==> config.mk <==
export PLATFORM = sky130hd
export DESIGN_NAME = windowed_rsi
export DESIGN_NICKNAME = d
export VERILOG_FILES = /design/src/rtl/wrsi_pkg.sv /design/src/rtl/wrsi_ram.sv /design/src/rtl/wrsi_divider.sv /design/src/rtl/windowed_rsi.sv
export SDC_FILE = /design/constraint.sdc
export NUM_CORES = 2
export LEC_CHECK = 0
export ABC_AREA = 1
export BUFFER_PORTS_ARGS = -buffer_cell sky130_fd_sc_hd__buf_2
export CAP_MARGIN = 20
export CELL_PAD_IN_SITES_DETAIL_PLACEMENT = 1
export CELL_PAD_IN_SITES_GLOBAL_PLACEMENT = 2
export CORE_ASPECT_RATIO = 0.75
export CORE_MARGIN = 2
export CORE_UTILIZATION = 41
export DETAILED_ROUTE_END_ITERATION = 10
export PLACE_DENSITY_LB_ADDON = 0.1
export SETUP_SLACK_MARGIN = 0.02
export SLEW_MARGIN = 40
export SYNTH_ARGS = -nofsm -noshare
export SYNTH_HDL_FRONTEND = slang
export SYNTH_SLANG_ARGS = --single-unit
==> constraint.sdc <==
create_clock -name clk -period 4.94 [get_ports clk]
set_input_delay 0.494 -clock clk [delete_from_list [all_inputs] [get_ports clk]]
set_output_delay 0.494 -clock clk [all_outputs]
set_load 0.01 [all_outputs]
==> src/rtl/wrsi_pkg.sv <==
`timescale 1ns / 1ps
// ============================================================================
// wrsi_pkg
// Shared widths, codes and types of the windowed RSI block.
// ============================================================================
package wrsi_pkg;

    // Default ring depth, which is also the largest window that can be latched.
    localparam int MAX_PERIOD_DEFAULT = 64;

    // Field and register widths.
    localparam int PRICE_W  = 32;
    localparam int DIFF_W   = PRICE_W + 1;
    localparam int PERIOD_W = 7;
    localparam int COUNT_W  = PERIOD_W + 1;
    localparam int RSI_W    = 14;
    localparam int STATUS_W = 2;

    // Window length used after reset, before any series start latches one.
    localparam int RESET_PERIOD = 14;

    // Scale of the result: RSI in hundredths of a percent point.
    localparam int RSI_SCALE = 10000;
    localparam int RSI_FLAT  = 5000;
    localparam int RSI_FULL  = 10000;

    // Result status codes, as carried on the output tuser.
    typedef enum logic [STATUS_W-1:0] {
        STATUS_NORMAL     = 2'd0,
        STATUS_FLAT       = 2'd1,
        STATUS_NO_LOSS    = 2'd2,
        STATUS_NOT_ENOUGH = 2'd3
    } status_t;

    // Sequencer states of the top level.
    typedef enum logic [2:0] {
        ST_IDLE,
        ST_FETCH,
        ST_RETIRE,
        ST_ACCUM,
        ST_CLASSIFY,
        ST_DIVIDE,
        ST_FINISH
    } state_t;

    // Status of the iterative divider.
    typedef struct packed {
        logic busy;
        logic done;
    } div_stat_t;

endpackage

==> src/rtl/wrsi_ram.sv <==
`timescale 1ns / 1ps
// ============================================================================
// wrsi_ram
// Generic simple dual-port RAM with one write port and a registered read.
// ============================================================================
module wrsi_ram #(
    parameter int WIDTH = 33,
    parameter int DEPTH = 64
) (
    input  logic                     clk,
    input  logic                     we,
    input  logic [$clog2(DEPTH)-1:0] waddr,
    input  logic [WIDTH-1:0]         wdata,
    input  logic                     re,
    input  logic [$clog2(DEPTH)-1:0] raddr,
    output logic [WIDTH-1:0]         rdata
);

    logic [WIDTH-1:0] mem_reg [DEPTH];
    logic [WIDTH-1:0] rdata_reg;

    // Write port.
    always_ff @(posedge clk)
    begin
        if (we)
        begin
            mem_reg[waddr] <= wdata;
        end
    end

    // Registered read port.
    always_ff @(posedge clk)
    begin
        if (re)
        begin
            rdata_reg <= mem_reg[raddr];
        end
    end

    assign rdata = rdata_reg;

endmodule

==> src/rtl/wrsi_divider.sv <==
`timescale 1ns / 1ps
// ============================================================================
// wrsi_divider
// Restoring divider that develops one quotient bit per cycle.
// ============================================================================
module wrsi_divider #(
    parameter int NUM_W = 53,
    parameter int DEN_W = 39
) (
    input  logic                          clk,
    input  logic                          rst_n,
    input  logic                          start,
    input  logic [NUM_W-1:0]              num,
    input  logic [DEN_W-1:0]              den,
    output logic [wrsi_pkg::RSI_W-1:0]    quotient,
    output wrsi_pkg::div_stat_t           stat
);

    localparam int Q_W    = wrsi_pkg::RSI_W;
    localparam int STEP_W = $clog2(Q_W);

    logic [NUM_W-1:0]  rem_reg,  rem_next;
    logic [NUM_W-1:0]  den_reg,  den_next;
    logic [Q_W-1:0]    q_reg,    q_next;
    logic [STEP_W-1:0] step_reg, step_next;
    logic              busy_reg, busy_next;
    logic              done_reg, done_next;
    logic [NUM_W:0]    trial;

    // Trial subtraction; the top bit is the borrow.
    assign trial = {1'b0, rem_reg} - {1'b0, den_reg};

    // One quotient bit per cycle, divisor shifted right each step.
    always_comb
    begin
        rem_next  = rem_reg;
        den_next  = den_reg;
        q_next    = q_reg;
        step_next = step_reg;
        busy_next = busy_reg;
        done_next = 1'b0;
        if (start)
        begin
            rem_next  = num;
            den_next  = NUM_W'(den) << (Q_W - 1);
            q_next    = '0;
            step_next = STEP_W'(Q_W - 1);
            busy_next = 1'b1;
        end
        else if (busy_reg)
        begin
            if (!trial[NUM_W])
            begin
                rem_next = trial[NUM_W-1:0];
                q_next   = {q_reg[Q_W-2:0], 1'b1};
            end
            else
            begin
                q_next = {q_reg[Q_W-2:0], 1'b0};
            end
            den_next = den_reg >> 1;
            if (step_reg == '0)
            begin
                busy_next = 1'b0;
                done_next = 1'b1;
            end
            else
            begin
                step_next = step_reg - 1'b1;
            end
        end
    end

    // Control state is reset; the operands are not.
    always_ff @(posedge clk or negedge rst_n)
    begin
        if (!rst_n)
        begin
            busy_reg <= 1'b0;
            done_reg <= 1'b0;
            step_reg <= '0;
        end
        else
        begin
            busy_reg <= busy_next;
            done_reg <= done_next;
            step_reg <= step_next;
        end
    end

    always_ff @(posedge clk)
    begin
        rem_reg <= rem_next;
        den_reg <= den_next;
        q_reg   <= q_next;
    end

    assign quotient  = q_reg;
    assign stat.busy = busy_reg;
    assign stat.done = done_reg;

endmodule

==> src/rtl/windowed_rsi.sv <==
`timescale 1ns / 1ps
// ============================================================================
// windowed_rsi
// Streaming relative strength index over a sliding window of differences.
// ============================================================================
// Usage:
// Each request on the s_axis channel carries one close price in tdata and a
// series start flag in tuser. Every request gives exactly one result on the
// m_axis channel: the RSI in hundredths in tdata and its status in tuser.
// The user writes the window length through cfg_we/cfg_wdata only while
// the block is idle; the block does not enforce this. It takes effect at
// the next series start. One request is in work at a time; the window's
// differences sit in a RAM with a registered read. A first close of a series
// passes FETCH, RETIRE and FINISH; while the window fills ACCUM is added,
// and for a full window ACCUM and CLASSIFY; unless flat or free of losses,
// DIVIDE follows, in which the 14-step restoring divider forms the quotient.
// The next request is accepted in the cycle the result appears.
// When the receiver stalls, the result holds in the output register and the
// block waits before it would overwrite it.
// Reset clears the running sums, the counters and the window length (back
// to 14); the RAM is not cleared, as only entries of the running series are
// ever read.
// ============================================================================
module windowed_rsi #(
    parameter int MAX_PERIOD = wrsi_pkg::MAX_PERIOD_DEFAULT
) (
    input  logic        clk,
    input  logic        rst_n,
    // Configuration: window_period.
    input  logic        cfg_we,
    input  logic [6:0]  cfg_wdata,
    // Input requests.
    input  logic        s_axis_tvalid,
    output logic        s_axis_tready,
    input  logic [31:0] s_axis_tdata,   // [31:0] close_price
    input  logic [0:0]  s_axis_tuser,   // [0] series_start
    // Results.
    output logic        m_axis_tvalid,
    input  logic        m_axis_tready,
    output logic [15:0] m_axis_tdata,   // [13:0] rsi_hundredths, [15:14] zero
    output logic [1:0]  m_axis_tuser    // [1:0] status
);

    localparam int PERIOD_CAP   = (MAX_PERIOD < 127) ? MAX_PERIOD : 127;
    localparam int PTR_W        = $clog2(MAX_PERIOD);
    localparam int SUM_W        = wrsi_pkg::PRICE_W + $clog2(PERIOD_CAP + 1);
    localparam int PROD_W       = SUM_W + wrsi_pkg::RSI_W;
    localparam int DIFF_W       = wrsi_pkg::DIFF_W;
    localparam int PERIOD_W     = wrsi_pkg::PERIOD_W;
    localparam int COUNT_W      = wrsi_pkg::COUNT_W;
    localparam int RSI_W        = wrsi_pkg::RSI_W;
    localparam int RESET_ACTIVE = (wrsi_pkg::RESET_PERIOD > PERIOD_CAP) ?
                                  PERIOD_CAP : wrsi_pkg::RESET_PERIOD;

    // Magnitude of a signed difference.
    function automatic logic [DIFF_W-1:0] diff_mag(input logic [DIFF_W-1:0] d);
        logic [DIFF_W-1:0] m;
        m = d[DIFF_W-1] ? (~d + 1'b1) : d;
        return m;
    endfunction

    // A strictly positive difference counts as a gain.
    function automatic logic diff_is_gain(input logic [DIFF_W-1:0] d);
        logic g;
        g = !d[DIFF_W-1] && (d != '0);
        return g;
    endfunction

    wrsi_pkg::state_t    state_reg, state_next;
    wrsi_pkg::div_stat_t div_stat;

    logic [PERIOD_W-1:0] window_reg,  window_next;
    logic [PERIOD_W-1:0] active_reg,  active_next;
    logic [SUM_W-1:0]    gain_reg,    gain_next;
    logic [SUM_W-1:0]    loss_reg,    loss_next;
    logic [31:0]         prev_reg,    prev_next;
    logic [COUNT_W-1:0]  count_reg,   count_next;
    logic [PTR_W-1:0]    ptr_reg,     ptr_next;
    logic [31:0]         close_reg,   close_next;
    logic [DIFF_W-1:0]   diff_reg,    diff_next;
    logic [RSI_W-1:0]    res_rsi_reg, res_rsi_next;
    logic [1:0]          res_st_reg,  res_st_next;
    logic [RSI_W-1:0]    out_rsi_reg, out_rsi_next;
    logic [1:0]          out_st_reg,  out_st_next;
    logic                out_vld_reg, out_vld_next;

    logic                in_accept;
    logic                out_free;
    logic                out_load;
    logic                ram_re;
    logic                ram_we;
    logic                div_start;
    logic [DIFF_W-1:0]   ram_rdata;
    logic [DIFF_W-1:0]   diff_now;
    logic [PERIOD_W-1:0] period_latch;
    logic                ptr_wrap;
    logic [PTR_W-1:0]    ptr_adv;
    logic                window_full;
    logic                sums_flat;
    logic                no_loss;
    logic [PROD_W-1:0]   div_num;
    logic [SUM_W-1:0]    div_den;
    logic [RSI_W-1:0]    div_q;

    // Window length latched at a series start, clamped to the ring depth; zero becomes one.
    always_comb
    begin
        if (window_reg == '0)
        begin
            period_latch = PERIOD_W'(1);
        end
        else if (32'(window_reg) > PERIOD_CAP)
        begin
            period_latch = PERIOD_W'(PERIOD_CAP);
        end
        else
        begin
            period_latch = window_reg;
        end
    end

    // Pointer and window bookkeeping.
    always_comb
    begin
        logic [31:0] nxt;
        nxt      = 32'(ptr_reg) + 32'd1;
        ptr_wrap = 32'(ptr_reg) >= 32'(active_reg);
        ptr_adv  = (nxt >= 32'(active_reg)) ? '0 : PTR_W'(nxt);
    end

    assign window_full = 32'(count_reg) >= (32'(active_reg) + 32'd1);
    assign diff_now    = {1'b0, close_reg} - {1'b0, prev_reg};
    assign sums_flat   = (gain_reg == '0) && (loss_reg == '0);
    assign no_loss     = (loss_reg == '0);
    assign in_accept   = s_axis_tvalid && s_axis_tready;
    assign out_free    = !out_vld_reg || m_axis_tready;

    // Divider operands: scaled gain over the sum of both sides.
    assign div_num = PROD_W'(gain_reg) * PROD_W'(wrsi_pkg::RSI_SCALE);
    assign div_den = gain_reg + loss_reg;

    // Next state.
    always_comb
    begin
        state_next = state_reg;
        unique case (state_reg)
            wrsi_pkg::ST_IDLE:
            begin
                if (in_accept)
                begin
                    state_next = wrsi_pkg::ST_FETCH;
                end
            end
            wrsi_pkg::ST_FETCH:
            begin
                state_next = wrsi_pkg::ST_RETIRE;
            end
            wrsi_pkg::ST_RETIRE:
            begin
                state_next = (count_reg == '0) ? wrsi_pkg::ST_FINISH : wrsi_pkg::ST_ACCUM;
            end
            wrsi_pkg::ST_ACCUM:
            begin
                state_next = window_full ? wrsi_pkg::ST_CLASSIFY : wrsi_pkg::ST_FINISH;
            end
            wrsi_pkg::ST_CLASSIFY:
            begin
                state_next = (sums_flat || no_loss) ? wrsi_pkg::ST_FINISH
                                                    : wrsi_pkg::ST_DIVIDE;
            end
            wrsi_pkg::ST_DIVIDE:
            begin
                if (div_stat.done)
                begin
                    state_next = wrsi_pkg::ST_FINISH;
                end
            end
            wrsi_pkg::ST_FINISH:
            begin
                if (out_free)
                begin
                    state_next = wrsi_pkg::ST_IDLE;
                end
            end
            default:
            begin
                state_next = wrsi_pkg::ST_IDLE;
            end
        endcase
    end

    // Sequencer outputs.
    always_comb
    begin
        s_axis_tready = (state_reg == wrsi_pkg::ST_IDLE);
        ram_re        = (state_reg == wrsi_pkg::ST_FETCH);
        ram_we        = (state_reg == wrsi_pkg::ST_RETIRE) && (count_reg != '0);
        div_start     = (state_reg == wrsi_pkg::ST_CLASSIFY) && !sums_flat && !no_loss;
        out_load      = (state_reg == wrsi_pkg::ST_FINISH) && out_free;
    end

    // Datapath: sums, counters, pointer and result staging.
    always_comb
    begin
        window_next  = window_reg;
        active_next  = active_reg;
        gain_next    = gain_reg;
        loss_next    = loss_reg;
        prev_next    = prev_reg;
        count_next   = count_reg;
        ptr_next     = ptr_reg;
        close_next   = close_reg;
        diff_next    = diff_reg;
        res_rsi_next = res_rsi_reg;
        res_st_next  = res_st_reg;
        out_rsi_next = out_rsi_reg;
        out_st_next  = out_st_reg;
        out_vld_next = out_vld_reg;

        if (cfg_we)
        begin
            window_next = cfg_wdata;
        end

        unique case (state_reg)
            wrsi_pkg::ST_IDLE:
            begin
                if (in_accept)
                begin
                    close_next = s_axis_tdata;
                    if (s_axis_tuser[0])
                    begin
                        active_next = period_latch;
                        gain_next   = '0;
                        loss_next   = '0;
                        count_next  = '0;
                        ptr_next    = '0;
                    end
                    else if (ptr_wrap)
                    begin
                        ptr_next = '0;
                    end
                end
            end
            wrsi_pkg::ST_RETIRE:
            begin
                prev_next = close_reg;
                if (count_reg == '0)
                begin
                    // First close of a series: nothing to compare against.
                    count_next   = COUNT_W'(1);
                    res_rsi_next = '0;
                    res_st_next  = wrsi_pkg::STATUS_NOT_ENOUGH;
                end
                else
                begin
                    diff_next = diff_now;
                    if (window_full)
                    begin
                        // Drop the oldest difference of the window.
                        if (diff_is_gain(ram_rdata))
                        begin
                            gain_next = gain_reg - SUM_W'(diff_mag(ram_rdata));
                        end
                        else
                        begin
                            loss_next = loss_reg - SUM_W'(diff_mag(ram_rdata));
                        end
                    end
                    else
                    begin
                        count_next = count_reg + 1'b1;
                    end
                end
            end
            wrsi_pkg::ST_ACCUM:
            begin
                // Add the newest difference and step the ring.
                if (diff_is_gain(diff_reg))
                begin
                    gain_next = gain_reg + SUM_W'(diff_mag(diff_reg));
                end
                else
                begin
                    loss_next = loss_reg + SUM_W'(diff_mag(diff_reg));
                end
                ptr_next     = ptr_adv;
                res_rsi_next = '0;
                res_st_next  = wrsi_pkg::STATUS_NOT_ENOUGH;
            end
            wrsi_pkg::ST_CLASSIFY:
            begin
                if (sums_flat)
                begin
                    res_rsi_next = RSI_W'(wrsi_pkg::RSI_FLAT);
                    res_st_next  = wrsi_pkg::STATUS_FLAT;
                end
                else if (no_loss)
                begin
                    res_rsi_next = RSI_W'(wrsi_pkg::RSI_FULL);
                    res_st_next  = wrsi_pkg::STATUS_NO_LOSS;
                end
            end
            wrsi_pkg::ST_DIVIDE:
            begin
                if (div_stat.done)
                begin
                    res_rsi_next = div_q;
                    res_st_next  = wrsi_pkg::STATUS_NORMAL;
                end
            end
            wrsi_pkg::ST_FETCH,
            wrsi_pkg::ST_FINISH:
            begin
            end
            default:
            begin
            end
        endcase

        // Output register.
        if (out_load)
        begin
            out_rsi_next = res_rsi_reg;
            out_st_next  = res_st_reg;
            out_vld_next = 1'b1;
        end
        else if (m_axis_tready)
        begin
            out_vld_next = 1'b0;
        end
    end

    // Control and architectural state with reset.
    always_ff @(posedge clk or negedge rst_n)
    begin
        if (!rst_n)
        begin
            state_reg   <= wrsi_pkg::ST_IDLE;
            window_reg  <= PERIOD_W'(wrsi_pkg::RESET_PERIOD);
            active_reg  <= PERIOD_W'(RESET_ACTIVE);
            gain_reg    <= '0;
            loss_reg    <= '0;
            prev_reg    <= '0;
            count_reg   <= '0;
            ptr_reg     <= '0;
            out_vld_reg <= 1'b0;
        end
        else
        begin
            state_reg   <= state_next;
            window_reg  <= window_next;
            active_reg  <= active_next;
            gain_reg    <= gain_next;
            loss_reg    <= loss_next;
            prev_reg    <= prev_next;
            count_reg   <= count_next;
            ptr_reg     <= ptr_next;
            out_vld_reg <= out_vld_next;
        end
    end

    // Payload registers.
    always_ff @(posedge clk)
    begin
        close_reg   <= close_next;
        diff_reg    <= diff_next;
        res_rsi_reg <= res_rsi_next;
        res_st_reg  <= res_st_next;
        out_rsi_reg <= out_rsi_next;
        out_st_reg  <= out_st_next;
    end

    // Ring of the window's differences.
    wrsi_ram #(
        .WIDTH (DIFF_W),
        .DEPTH (MAX_PERIOD)
    ) u_ring (
        .clk   (clk),
        .we    (ram_we),
        .waddr (ptr_reg),
        .wdata (diff_now),
        .re    (ram_re),
        .raddr (ptr_reg),
        .rdata (ram_rdata)
    );

    // Quotient of scaled gain over total movement.
    wrsi_divider #(
        .NUM_W (PROD_W),
        .DEN_W (SUM_W)
    ) u_divider (
        .clk      (clk),
        .rst_n    (rst_n),
        .start    (div_start),
        .num      (div_num),
        .den      (div_den),
        .quotient (div_q),
        .stat     (div_stat)
    );

    assign m_axis_tvalid = out_vld_reg;
    assign m_axis_tdata  = {2'b00, out_rsi_reg};
    assign m_axis_tuser  = out_st_reg;

endmodule

==> results by stage <==
Cells and area:
- The fraction of final layout cells with drive strength greater than 1 is 19.26%.
- The number of cells in the finished layout apart from fillers is 14,175.
- From synthesis to final layout, the design area changed by 22.16%.
- The cell area after layout is 138,000 um2.
- After the last flow step, the layout net total stands at 10,892.
- The number of flip-flops under the largest register name is 2,112.
- The fraction of the core area covered by cells at the end of the flow is 50.46%.

Synthesis:
- Of all flip-flops after synthesis, the portion carrying an async set or reset was 5.899%.
- The synthesized area per cell is 12.22 um2.
- The number of enable-type register cells in the synthesized netlist is 2,330.
- Sorting the synthesized cells by area gives the leading types as sky130_fd_sc_hd__edfxtp_1, sky130_fd_sc_hd__nand2_1, sky130_fd_sc_hd__ha_1.
- After synthesis, the largest area contributor takes up 61.92% of total cell area.
- The number of different library cells used by synthesis comes to 62.
- The most used flip-flop cell after synthesis is sky130_fd_sc_hd__edfxtp_1.
- Counting instances in the post-synthesis netlist gives the leading cell types as sky130_fd_sc_hd__edfxtp_1, sky130_fd_sc_hd__nand2_1, sky130_fd_sc_hd__inv_1.
- After technology mapping, the gate count stands at 9,247.
- The biggest area contributor in the post-synthesis netlist is sky130_fd_sc_hd__edfxtp_1.
- Synthesis inferred 2,509 register bits.
- The mapped netlist covers 113,000 um2.
- The Yosys warning count is 0.
- Sequential cells were found to cover 65.76% of the synthesized design area.
- The most common cell in the synthesized netlist is sky130_fd_sc_hd__edfxtp_1.

STA:
- Of the available clock period, the critical path in the final layout requires 105.6%.
- The worst slew margin relative to its limit is 34.44%.
- The minimum hold slack is 0.06595 ns.
- The final setup skew is 0.05589 ns.
- Setup violations remaining at the end of the flow were counted as 3.
- The max-slew violation count is 0.
- Based on the critical path, the design can be clocked at up to 191.8 MHz.
- The worst setup slack after layout is -0.2746 ns.
- The smallest clock period supported by the final layout is computed as 5.215 ns.
- The number of hold violations in the final report was 0.
- In the final timing run, aggregate negative setup slack is -0.4644 ns.
- Setup repair after global routing could not meet its margin everywhere.
- The transition time at the pin with the least slew margin is 0.9730 ns.

Setup path:
- The data arrival time at the worst-slack endpoint is 5.79 ns.
- The setup check on the worst reg-to-reg path leaves a slack of -0.27 ns.
- Along the worst path, the maximum fanout reaches 5.
- The kind of critical path is reg2reg.
- The worst endpoint required time is 5.51 ns.
- The worst setup path is launched from a flip-flop.
- The endpoint identified for the worst register-to-register timing path is u_divider.rem_reg[51].
- The capturing element type of the critical path is a flip-flop.
- The startpoint of the worst register-to-register path is gain_reg[30].
- Counting cells, the worst reg-to-reg path comes to 22.

Drt:
- The DRC violations left is 0.
- The vias after detailed routing is 84,176.
- In the routed layout, each cell is associated on average with a via count of 5.938.
- The count of antenna-violating nets left after detailed routing is 0.
- The final layout contains routed wiring with a total length of 454.1 mm.
- For this block, the initial DRC count from the detailed router was 10,813.
- The number of iterations in the first detailed-routing pass is 6.
- The average routed wire per standard cell is 32.03 um.

Floorplanning:
- The initial core utilization is 41.31%.
- From left edge to right edge, the die measures 610.2 um.
- The floorplan step defined a core boundary enclosing 273,500 um2.
- The cell row count is 166.
- 65 I/O pins were placed.
- The floorplan step defined a die boundary enclosing 279,800 um2.
- In this run the vertical extent of the chip is 458.6 um.

Placement:
- The area after detailed placement is 126,000 um2.
- The post-placement cell count is 13,571.
- Prior to clock tree synthesis, the placed netlist has a worst setup slack of -0.4963 ns.
- Routability-driven placement finished with a final weighted congestion of 0.9719.
- The total of buffers placed on input and output ports is 62.
- Once detailed placement completed, the half-perimeter wirelength came to 315.1 mm.

Min path:
- For hold timing, the worst endpoint is close_reg[0].
- The number of cells traversed by the worst hold path is 1.
- The beginning of the worst hold path is s_axis_tdata[0].
- The type of the worst min-delay path is in2reg.

Clock network:
- The H-tree generated during clock tree synthesis spans 5 levels.
- The CTS clock-pin slew for the worst setup and hold paths is 0.06 ns.
- Counting every sink on the clock net gives 2,509.
- The tree is rooted in a sky130_fd_sc_hd__clkbuf_16.
- Clock tree synthesis inserted a total of 267 buffers.
- The clock passes through at most 4 buffers.
- The later pin in the worst-skew pair is clocked with a latency of 0.85 ns.
- TritonCTS built the clock tree.

Global route:
- The remaining global-route overflow is 0.
- The aggregate global-route resource usage is 31.89%.
- The initial antenna violation count came to 44.
- Entering global routing, the biggest net connects 75 pins.
- The first global-routing pass estimated 633.5 mm of wire.
- The via count of the first global-routing pass is 81,694.

Power:
- The leakage power total is 50.78 nW.
- The sum of internal, switching and leakage power is 102.1 mW.
- VDD sags by at most 0.9511 mV.
- Power spread over the standard cell area amounts to 739.7 nW/um2.

Status:
- The checks that failed: negative setup slack.
- The flow ran to the end, but the final reports show violations.

Flow run:
- The count of maximum capacitance violations is 0.
routing by layer:
metal,vias to the layer above,share of wire (%),track usage [%],routed length [um]
met1,43514,49,52.92,221500
met3,417,12,9.830,55450
li1,36249,-,-,-
met2,3980,37,39.76,168900
met4,16,1.7,5.572,7838
met5,-,0.085,0,385
area by class of cell:
class	instances	area, um2
Antenna cell	14	35.03
Clock inverter	137	1510
Tap cell	3612	4519
Multi-Input combinational cell	5578	37490
Sequential cell	2509	74330
Fill cell	27833	135500
Clock buffer	332	7167
Timing Repair Buffer	1153	9773
Inverter	840	3204
how the worst max path moves through the flow:
| stage | to | cells after the start | start |
|---|---|---|---|
| finish | u_divider.rem_reg[51] | 22 | gain_reg[30] |
| floorplan | u_divider.rem_reg[49] | 23 | gain_reg[10] |
| CTS | u_divider.rem_reg[51] | 22 | gain_reg[29] |
| detailed placement | u_divider.rem_reg[51] | 22 | gain_reg[19] |
| global route | u_divider.rem_reg[51] | 22 | gain_reg[30] |
| global placement | u_divider.rem_reg[51] | 22 | gain_reg[29] |
cells by family after synthesis:
logic type,share of synthesized area (%)
simple gates,11.06
flops,65.76
compound gates,11.50
buf+inv,3.926
fa+ha+maj,6.239
xor+xnor,1.519
other cells,0.003319
power breakdown:
group / switching [mW] / internal [mW]
clock: 8.67 / 11.9
sequential: 0.792 / 31.9
combinational: 33.8 / 15.1
total: 43.2 / 58.9
cell usage in the layout, fill, tap and decap left out, types with 27 or more instances in the layout:
| master | synthesis | final |
|---|---|---|
| sky130_fd_sc_hd__inv_2 | 13 | 48 |
| sky130_fd_sc_hd__o22ai_1 | 130 | 130 |
| sky130_fd_sc_hd__clkinv_2 | 0 | 31 |
| sky130_fd_sc_hd__edfxtp_1 | 2330 | 2330 |
| sky130_fd_sc_hd__a21oi_2 | 0 | 27 |
| sky130_fd_sc_hd__a21oi_1 | 416 | 377 |
| sky130_fd_sc_hd__nor2_2 | 7 | 43 |
| sky130_fd_sc_hd__ha_4 | 0 | 47 |
| sky130_fd_sc_hd__nand4_1 | 312 | 312 |
| sky130_fd_sc_hd__o21a_1 | 32 | 31 |
| sky130_fd_sc_hd__nor3_1 | 57 | 39 |
| sky130_fd_sc_hd__dfxtp_1 | 31 | 31 |
| sky130_fd_sc_hd__a31oi_1 | 77 | 67 |
| sky130_fd_sc_hd__nor2_1 | 583 | 441 |
| sky130_fd_sc_hd__nand2_1 | 1631 | 1562 |
| sky130_fd_sc_hd__dfrtp_1 | 142 | 121 |
| sky130_fd_sc_hd__nor2_4 | 2 | 108 |
| sky130_fd_sc_hd__a22oi_1 | 339 | 339 |
| sky130_fd_sc_hd__clkbuf_16 | 0 | 277 |
| sky130_fd_sc_hd__dlygate4sd3_1 | 0 | 53 |
| sky130_fd_sc_hd__o21ai_0 | 378 | 322 |
| sky130_fd_sc_hd__fa_1 | 109 | 109 |
| sky130_fd_sc_hd__buf_12 | 0 | 78 |
| sky130_fd_sc_hd__buf_4 | 3 | 930 |
| sky130_fd_sc_hd__nand3_1 | 228 | 202 |
| sky130_fd_sc_hd__clkinv_1 | 6 | 55 |
| sky130_fd_sc_hd__o21ai_1 | 28 | 61 |
| sky130_fd_sc_hd__clkbuf_1 | 227 | 51 |
| sky130_fd_sc_hd__a21o_1 | 33 | 33 |
| sky130_fd_sc_hd__nand2_2 | 5 | 61 |
| sky130_fd_sc_hd__a221oi_1 | 236 | 236 |
| sky130_fd_sc_hd__xor2_1 | 102 | 79 |
| sky130_fd_sc_hd__bufinv_16 | 0 | 29 |
| sky130_fd_sc_hd__a22o_1 | 204 | 204 |
| sky130_fd_sc_hd__xnor2_1 | 94 | 79 |
| sky130_fd_sc_hd__inv_1 | 821 | 773 |
| sky130_fd_sc_hd__ha_1 | 389 | 337 |
| sky130_fd_sc_hd__buf_2 | 47 | 61 |
repair_timing:
| action | CTS | global route |
|---|---|---|
| buffers inserted | 16 | 50 |
| gates resized for setup | 121 | 430 |
| pin swaps | 9 | 142 |
| hold buffers | 53 | 0 |
| endpoints found under the hold margin | 91 | 0 |
| endpoints found under the setup margin | 43 | 69 |
critical path, cell delays in order (launching register included):
cell                         delay [ns]
sky130_fd_sc_hd__dfrtp_2           0.46
sky130_fd_sc_hd__fa_1              0.49
sky130_fd_sc_hd__ha_1              0.32
sky130_fd_sc_hd__fa_1              0.51
sky130_fd_sc_hd__ha_4              0.29
sky130_fd_sc_hd__inv_2             0.03
sky130_fd_sc_hd__fa_1              0.51
sky130_fd_sc_hd__inv_2             0.05
sky130_fd_sc_hd__ha_4              0.28
sky130_fd_sc_hd__nand2_4           0.06
sky130_fd_sc_hd__nor2_4            0.10
sky130_fd_sc_hd__buf_6             0.11
sky130_fd_sc_hd__clkinvlp_4        0.15
sky130_fd_sc_hd__nor4_4            0.53
sky130_fd_sc_hd__buf_4             0.22
sky130_fd_sc_hd__nand3_2           0.06
sky130_fd_sc_hd__nand3_2           0.12
sky130_fd_sc_hd__buf_12            0.16
sky130_fd_sc_hd__nand3_2           0.08
sky130_fd_sc_hd__o211ai_1          0.13
sky130_fd_sc_hd__a21oi_1           0.09
sky130_fd_sc_hd__o21ai_1           0.11
sky130_fd_sc_hd__nand2_1           0.07
No activity file was read; power rests on OpenSTA's default activity.
